<file path="src/rtl/svm_pkg.sv">
// ----------------------------------------------------------------------------
// svm_pkg: shared types and constants of the saturating voice mixer
// Transaction payloads, command and result codes, voice table entry layout.
// ----------------------------------------------------------------------------
package svm_pkg;

	localparam logic [1:0] CMD_WRITE = 2'd0;
	localparam logic [1:0] CMD_START = 2'd1;
	localparam logic [1:0] CMD_TICK  = 2'd2;

	localparam logic KIND_MIX   = 1'b0;
	localparam logic KIND_START = 1'b1;

	localparam int unsigned BLOCK_WIDTH = 13;
	localparam logic [BLOCK_WIDTH-1:0] BLOCK_MAX = 13'd4096;
	localparam logic [BLOCK_WIDTH-1:0] BLOCK_MIN = 13'd1;

	localparam logic signed [15:0] MIX_CEIL  = 16'sh7fff;
	localparam logic signed [15:0] MIX_FLOOR = 16'sh8000;

	typedef struct packed {
		logic [1:0]         cmd;
		logic [15:0]        address;
		logic signed [15:0] value;
		logic [16:0]        length;
		logic               repeat_req;
	} req_t;

	typedef struct packed {
		logic               kind;
		logic signed [15:0] mixed;
		logic               started;
		logic               block_end;
	} rsp_t;

	typedef struct packed {
		logic [15:0] start;
		logic [16:0] length;
		logic [16:0] cursor;
		logic        loops;
	} voice_t;

endpackage

</file>
<file path="src/rtl/svm_voice_table.sv">
// ----------------------------------------------------------------------------
// svm_voice_table: voice table storage
// One write port and one read port with registered read data.
// ----------------------------------------------------------------------------
module svm_voice_table #(
	parameter int VOICES = 32,
	parameter int VW = 5
) (
	input  logic            clk,
	input  logic            wr_en,
	input  logic [VW-1:0]   wr_addr,
	input  svm_pkg::voice_t wr_data,
	input  logic [VW-1:0]   rd_addr,
	output svm_pkg::voice_t rd_data
);

	svm_pkg::voice_t mem [VOICES];
	svm_pkg::voice_t rd_q;

	always_ff @(posedge clk) begin
		if (wr_en) begin
			mem[wr_addr] <= wr_data;
		end
		rd_q <= mem[rd_addr];
	end

	assign rd_data = rd_q;

endmodule

</file>
<file path="config.mk">
export PLATFORM = sky130hd
export DESIGN_NAME = svm_voice_table
export DESIGN_NICKNAME = d
export VERILOG_FILES = /design/src/rtl/svm_pkg.sv /design/src/rtl/svm_voice_table.sv
export SDC_FILE = /design/constraint.sdc
export NUM_CORES = 1
export LEC_CHECK = 0
export CAP_MARGIN = 20
export CORE_UTILIZATION = 60
export CTS_CLUSTER_SIZE = 20
export DETAILED_ROUTE_END_ITERATION = 12
export DONT_BUFFER_PORTS = 1
export PLACE_DENSITY = 0.76
export SYNTH_ARGS = -nofsm -noshare
export SYNTH_HDL_FRONTEND = slang
export SYNTH_SLANG_ARGS = --single-unit
</file>
<file path="constraint.sdc">
create_clock -name clk -period 4.55 [get_ports clk]
set_input_delay 0.2275 -clock clk [delete_from_list [all_inputs] [get_ports clk]]
set_output_delay 0.2275 -clock clk [all_outputs]
set_load 0.02 [all_outputs]
</file>
==> results.md, run 1 <==
- Outcome: complete, but fails checks
- Failing checks: negative hold slack, max-slew violations
- Clock latency on the worst-skew pair: roughly 0.76 ns
- WL per Instance: about 27 um
- Horizontal extent of the die: 330 um
- Die footprint: around 0.11 mm^2
- Filler Cells Inserted: 6553
- Post-Layout Cell Count: approximately 5200
- I/O Buffers: 0
- Global-route congestion overflow total: 0
- Count of nets left with antenna violations after detail routing: 0
- Clock Pin Slew Worst Setup and Hold Paths: roughly 0.060 ns
- First-pass GRT wire length: between 200000 and 250000 um
- Fraction of power consumed by sequential logic: a little under three fifths
- Net count after synthesis: roughly 3600
- Setup Total Neg Slack: 0 ns
- Worst Setup SP: rd_addr[0]
- Number of register bits inferred by synthesis: around 1700
- Height of the die: between 300 and 400 um
- RR Startpoint: mem[1][8]
- Worst hold margin: -0.0291 ns
- CP Max Fanout: between 200 and 250
- Required time reported for the critical path endpoint: 5.12 ns
- Drt first pass iters: 6
- Post-Synthesis Mean Instance Area: ~18 um^2
- Effective utilization at floorplan: approximately three fifths
- Number of rows created at floorplan: between 100 and 150
- Routability congestion estimate: roughly 0.76
- Iter 0 DRT Violations: 3734
- Max Buffers Root-to-Sink: 3
- Number of distinct library cells after synthesis: 24
- Initial antenna violation count: 6
- Most used routing layer: met2
- Deepest level of the CTS H-tree: 4
- Tcrit/Tclk final: around 75%
- Sequential-to-total area share from yosys stat: ~78%
- Slew @ Worst Pin: 2.05 ns
- Total number of clock tree sinks: 1683
- Count of vias placed by the detailed router: between 30000 and 40000
- Area of the multi-input gates: about 0.013 mm^2
- Reported net switching power: ~6.5 mW
- Synthesized area: 0.0645 mm^2
- Estimated wirelength of the detail-placed design: 69700 um
- Net switching share of the total power: about a fifth
- Arrival time at the worst endpoint: ~4 ns
- Clock power share: approximately two fifths
- Maximum VDD drop: 368 uV
- Hold Vio Cnt, Final: 1
- Cell internal pwr: around 25 mW
- Post-route minimum period: between 3 and 4 ns
- Startpoint type of the worst setup path: input pin
- Via-per-instance ratio: 6.29
- Total Wirelength: ~140000 um
- Total global-route track usage: roughly a quarter
- Routing usage on met2: between 40% and 50%
- Max-cap violations: 0
- Unrepaired setup endpoints after global routing: false
- Sequential standard cell area: ~0.05 mm^2
- Worst Skew: around 0.021 ns
- Min-delay worst type: in2reg
- Comb power frac: under 10%
- Crit. End Element: register
- Met3 global-route usage: roughly 5.3%
- Pwr/cell area: approximately 430 mW/mm^2
- Max Transition Viols Final: between 150 and 200
- Achievable Freq: 294 MHz
- Area inside the core boundary: 0.106 mm^2
- Number of global-route vias before repair: approximately 32000
- Number of setup violations in the final report: 0
- Kind of critical path: in2reg
- CTS Root Cell: sky130_fd_sc_hd__clkbuf_16
- Proportion of layout cells with a drive suffix above 1: 9.23%
- CTS tree: done
- Static leakage: 25.0 nW
- Number of warnings issued by yosys: 0
- Slew margin rel.: -36.5%
- Post-synthesis instance total: around 3600
- Number of placed instances, taps included: ~4800
- Net total in the final layout: approximately 3800
- Post-CTS setup buffer count: 0
- Largest net degree at the start of global routing: roughly 820
- Met1 track demand over resource in global routing: 36.7%
- Startpoint of the most critical hold path: rd_addr[0]
- Drt drc: 0
- Number of clock buffers inserted by TritonCTS: about 160
- Area grow syn2layout: 11.8%
- Total I/O pin count: between 100 and 150
state kept, by name (all words and copies together) (netlist names):
| name | flops |
|---|---|
| rd_data | 51 |
| mem | 1632 |
path summary, 6_finish.rpt:
| kind | end | slack (ns) | depth (start not counted) |
|---|---|---|---|
| worst max-delay path | rd_data[8] | 1.15 | 7 |
| worst min-delay path | rd_data[21] | -0.03 | 4 |
| worst max register to register | rd_data[8] | 2.89 | 5 |
| worst min register to register | rd_data[43] | 0.60 | 4 |
critical path, cell delays in order:
cell,delay (ns)
sky130_fd_sc_hd__buf_16,0.72
sky130_fd_sc_hd__buf_16,0.74
sky130_fd_sc_hd__mux2i_1,0.31
sky130_fd_sc_hd__a22o_1,0.20
sky130_fd_sc_hd__nor3_1,0.06
sky130_fd_sc_hd__a31oi_1,0.47
sky130_fd_sc_hd__nand3_1,0.23
logic make-up (layout without fill, tap and decap cells):
| group | after synthesis | count (layout) | synth area share [%] |
|---|---|---|---|
| AND/OR/NAND/NOR | 410 | 410 | 2.87 |
| AO/OA/AOI/OAI | 459 | 459 | 4.84 |
| flip-flops | 1683 | 1683 | 77.5 |
| other | 0 | 3 | 0 |
| multiplexers | 816 | 816 | 12.7 |
| buffers and inverters | 206 | 456 | 2.11 |
per-stage QoR:
step                      util (%)  instance area (um^2)  total power, mW  setup slack [ns]
after global placement        62.1                 65900             18.7              1.85
final                         68.1                 72200             31.3              1.15
after global routing          68.1                 72200             32.1              1.48
after detailed placement      62.1                 65900             18.7              1.81
after CTS                     67.3                 71300             31.1              1.93
after floorplan                  -                 64500             18.6              1.06
cells in the mapped netlist:
| cell type | count | area share, % |
|---|---|---|
| sky130_fd_sc_hd__clkbuf_1 | 34 | 0.20 |
| sky130_fd_sc_hd__a22o_1 | 102 | 1.4 |
| sky130_fd_sc_hd__mux2i_1 | 816 | 13 |
| sky130_fd_sc_hd__nand2b_1 | 2 | 0.019 |
| sky130_fd_sc_hd__edfxtp_1 | 1632 | 76 |
| sky130_fd_sc_hd__nand2_1 | 155 | 0.90 |
| sky130_fd_sc_hd__a31oi_1 | 51 | 0.49 |
| sky130_fd_sc_hd__nor2b_1 | 2 | 0.019 |
| sky130_fd_sc_hd__and2_1 | 1 | 0.0097 |
| sky130_fd_sc_hd__a22oi_1 | 153 | 1.8 |
| sky130_fd_sc_hd__dfxtp_1 | 51 | 1.6 |
| sky130_fd_sc_hd__a21oi_1 | 153 | 1.2 |
| sky130_fd_sc_hd__or3_1 | 1 | 0.0097 |
| sky130_fd_sc_hd__nand3_1 | 155 | 1.2 |
| sky130_fd_sc_hd__buf_2 | 77 | 0.60 |
| sky130_fd_sc_hd__nor3_1 | 51 | 0.40 |
| sky130_fd_sc_hd__or3b_2 | 3 | 0.041 |
| sky130_fd_sc_hd__nor2_4 | 1 | 0.017 |
| sky130_fd_sc_hd__buf_1 | 5 | 0.029 |
| sky130_fd_sc_hd__nand3b_1 | 5 | 0.058 |
| sky130_fd_sc_hd__nor2_1 | 33 | 0.19 |
| sky130_fd_sc_hd__or2_1 | 1 | 0.0097 |
| sky130_fd_sc_hd__buf_4 | 48 | 0.56 |
| sky130_fd_sc_hd__buf_6 | 42 | 0.73 |
what timing repair did:
item                                    4_1_cts  5_1_grt
resized for setup                             0        0
endpoints found under the setup margin        0        0
endpoints found under the hold margin      1653       18
hold buffers                                 62        4
cell usage in the layout (no fill, tap or decap), types with 33 or more instances in the layout:
| cell type | instances |
|---|---|
| sky130_fd_sc_hd__a21oi_1 | 153 |
| sky130_fd_sc_hd__a22o_1 | 102 |
| sky130_fd_sc_hd__a22oi_1 | 153 |
| sky130_fd_sc_hd__a31oi_1 | 51 |
| sky130_fd_sc_hd__buf_4 | 53 |
| sky130_fd_sc_hd__clkbuf_1 | 52 |
| sky130_fd_sc_hd__clkbuf_16 | 173 |
| sky130_fd_sc_hd__dfxtp_1 | 51 |
| sky130_fd_sc_hd__dlygate4sd3_1 | 62 |
| sky130_fd_sc_hd__edfxtp_1 | 1632 |
| sky130_fd_sc_hd__mux2i_1 | 816 |
| sky130_fd_sc_hd__nand2_1 | 154 |
| sky130_fd_sc_hd__nand3_1 | 155 |
| sky130_fd_sc_hd__nor2_4 | 33 |
| sky130_fd_sc_hd__nor3_1 | 51 |
power groups by stage:
stage	Sequential, mW	Combinational (mW)	Clock [mW]
floorplan	17.7	0.901	0
finish	17.4	1.53	12.3
detailed placement	17.7	0.999	0
global route	17.4	1.62	13.1
global placement	17.7	0.980	0
CTS	17.4	1.26	12.5
final cells by class:
cell class | count | area share, %
Antenna cell | 3 | 0.0104
Clock buffer | 226 | 6.15
Clock inverter | 62 | 0.551
Multi-Input combinational cell | 1685 | 18.6
Sequential cell | 1683 | 69.3
Tap cell | 1391 | 2.41
Timing Repair Buffer | 168 | 2.94
per-layer routing:
| layer | wire length, um | vias up |
|---|---|---|
| met3 | 12000 | 195 |
| met2 | 67300 | 1424 |
| met5 | 41 | - |
| met1 | 58500 | 16734 |
| met4 | 2530 | 6 |
| li1 | - | 14456 |
Note: power is estimated with default switching activity, not from simulation.
==> run 2, diff against run 1 <==
==> constraint.sdc (replaced) <==
create_clock -name clk -period 3.3 [get_ports clk]
set_input_delay 0.165 -clock clk [delete_from_list [all_inputs] [get_ports clk]]
set_output_delay 0.165 -clock clk [all_outputs]
set_load 0.02 [all_outputs]
==> run 2 against run 1 <==
  * The flow finishes with violations (max-slew violations)
  * Highest routed layer unchanged
  * Count of clock-buffer cells in the layout fell by 10
  * Utilization increased by 0.41 points
  * Non-clock buffer count shrank 1
  * Hold slack improved by 0.096 ns
==> results.md, run 2 (same netlist as run 1, synthesis figures left out) <==
- Tcrit/Tclk final: a little over nine tenths
- Unrepaired setup endpoints after global routing: false
- Die footprint: approximately 0.11 mm^2
- Drt drc: 0
- Cell internal pwr: about 35 mW
- First-pass GRT wire length: roughly 200000 um
- Net switching share of the total power: around a fifth
- Area inside the core boundary: 0.106 mm^2
- Startpoint of the most critical hold path: rd_addr[1]
- I/O Buffers: 0
- Area grow syn2layout: 12.5%
- Post-route minimum period: around 3.2 ns
- Largest stage delay on the critical path: around 1.1 ns
- Largest net degree at the start of global routing: between 800 and 900
- Reported net switching power: between 9 and 10 mW
- Via-per-instance ratio: between 6 and 7
- Failing checks: max-slew violations
- Routability congestion estimate: between 0.7 and 0.8
- Worst hold margin: approximately 0.067 ns
- Count of nets left with antenna violations after detail routing: 0
- Slew @ Worst Pin: ~3.8 ns
- Kind of critical path: in2reg
- Required time reported for the critical path endpoint: between 3 and 4 ns
- Number of rows created at floorplan: 119
- Clock power share: about two fifths
- Slew margin rel.: -154%
- Outcome: complete, but fails checks
- Total number of clock tree sinks: around 1700
- Reg2Reg Setup Slack: between 1.5 and 2 ns
- Worst min-delay path endpoint: rd_data[43]
- CTS tree: done
- Drt first pass iters: 5
- Total I/O pin count: around 110
- Hold Vio Cnt, Final: 0
- Max Buffers Root-to-Sink: 3
- Worst Setup SP: rd_addr[0]
- Clock Pin Slew Worst Setup and Hold Paths: roughly 0.060 ns
- Post-CTS sizing: 0
- Global-route congestion overflow total: 0
- Achievable Freq: ~310 MHz
- Max-cap violations: 0
- Fraction of power consumed by sequential logic: roughly 54%
- Proportion of layout cells with a drive suffix above 1: about a tenth
- Number of global-route vias before repair: around 32000
- Most flop-heavy register: mem
- Instance area after placement: around 0.066 mm^2
- Arrival time at the worst endpoint: between 3 and 4 ns
- Min-delay worst type: in2reg
- Number of setup violations in the final report: 0
- Reg2Reg Depth: 5
- Net total in the final layout: about 3800
- Total Wirelength: between 100000 and 150000 um
- Total global-route track usage: between 20 and 30%
- Count of vias placed by the detailed router: 33046
- Largest register FFs: 1632
- Maximum VDD drop: approximately 400 uV
- Deepest level of the CTS H-tree: 4
- Startpoint type of the worst setup path: input pin
- Filler Cells Inserted: about 6500
- Max Transition Viols Final: 684
- Horizontal extent of the die: approximately 330 um
- Initial antenna violation count: 5
- Static leakage: 25.3 nW
- Most frequent standard cell in the layout excluding fill and tap cells: sky130_fd_sc_hd__edfxtp_1
- Clock latency on the worst-skew pair: roughly 0.78 ns
- Height of the die: approximately 330 um
- Capturing point of the worst reg2reg path: rd_data[14]
- Iter 0 DRT Violations: around 3600
- Slowest cell on the critical path: sky130_fd_sc_hd__mux2i_1
- Hold depth: 5
- RR Startpoint: mem[1][14]
- Crit. End Element: register
- Non-Filler Cell Area, Final: a little over 0.07 mm^2
- Pwr/cell area: roughly 610 mW/mm^2
- Leading cell types in the layout, fill and taps excluded: sky130_fd_sc_hd__edfxtp_1 (1632), sky130_fd_sc_hd__mux2i_1 (816), sky130_fd_sc_hd__clkbuf_16 (174)
- Worst Skew: about 0.027 ns
- WL per Instance: about 27 um
- CTS Root Cell: sky130_fd_sc_hd__clkbuf_16
- Number of clock buffers inserted by TritonCTS: approximately 160
- Estimated wirelength of the detail-placed design: 70800 um
- Ordered cell list for the critical path: mux2i_1, a22o_1, nor3_1, a31oi_1, nand3_1
- Comb power frac: 4.4%
- CP Max Fanout: about 800
- Effective utilization at floorplan: ~61%
run 2: cell count changes in the layout (fill, tap and decap cells not counted), sizes merged:
cell	before	now
dlygate4sd3	62	57
clkinv	53	62
bufinv	3	14
inv	3	7
buf	97	103
clkbuf	235	223
clkinvlp	3	1
run 2: stage by stage:
step	util, %	instances	worst slack (ns)	power [mW]	setup TNS [ns]
3_3_place_gp	62.4	4845	0.948	25.8	0
5_1_grt	68.5	5226	0.711	45.4	0
2_1_floorplan	-	3574	-0.123	25.6	-48.68
3_5_place_dp	62.4	4845	0.920	25.9	0
4_1_cts	68.0	5204	0.872	44.4	0
6_report	68.5	5229	0.121	44.4	0
run 2: final cells by class:
cell class | instances | area, um^2 | area share, %
antenna | 3 | 7.51 | 0.0103
tap | 1391 | 1740 | 2.40
clock buffer | 216 | 4530 | 6.24
clock inverter | 84 | 831 | 1.14
sequential | 1683 | 50000 | 68.9
timing repair buffer | 167 | 2030 | 2.80
multi-input combinational | 1685 | 13400 | 18.5
run 2: repair_timing:
action                                  CTS  global route
hold buffers                             59             2
setup endpoints to repair                 0             0
endpoints found under the hold margin  1676             8
setup buffers                             0             0
run 2: worst max-delay path: cells and delay by family:
kind,cells,cell delay (ns)
AO/OA/AOI/OAI,2,0.49
multiplexers,1,1.10
AND/OR/NAND/NOR,2,0.23
run 2: layer usage:
metal	vias up	track usage [%]	share of wire [%]
met1	16842	37.0	41
met3	207	4.72	8.7
met5	-	0	0.024
met4	6	7.50	2.2
met2	1507	40.7	48
li1	14484	-	-
run 2: power groups by stage:
stage | sequential [mW] | clock [mW] | combinational [mW]
6_report | 24.0 | 18.5 | 1.97
5_1_grt | 24.0 | 19.4 | 1.98
4_1_cts | 24.0 | 18.6 | 1.75
3_5_place_dp | 24.5 | 0 | 1.39
3_3_place_gp | 24.5 | 0 | 1.36
2_1_floorplan | 24.4 | 0 | 1.24
run 2: worst max-delay path by stage:
stage,to,slack (ns)
finish,rd_data[48],0.12
detailed placement,rd_data[14],0.92
global placement,rd_data[14],0.95
CTS,rd_data[42],0.87
floorplan,mem[12][0],-0.12
global route,rd_data[12],0.71
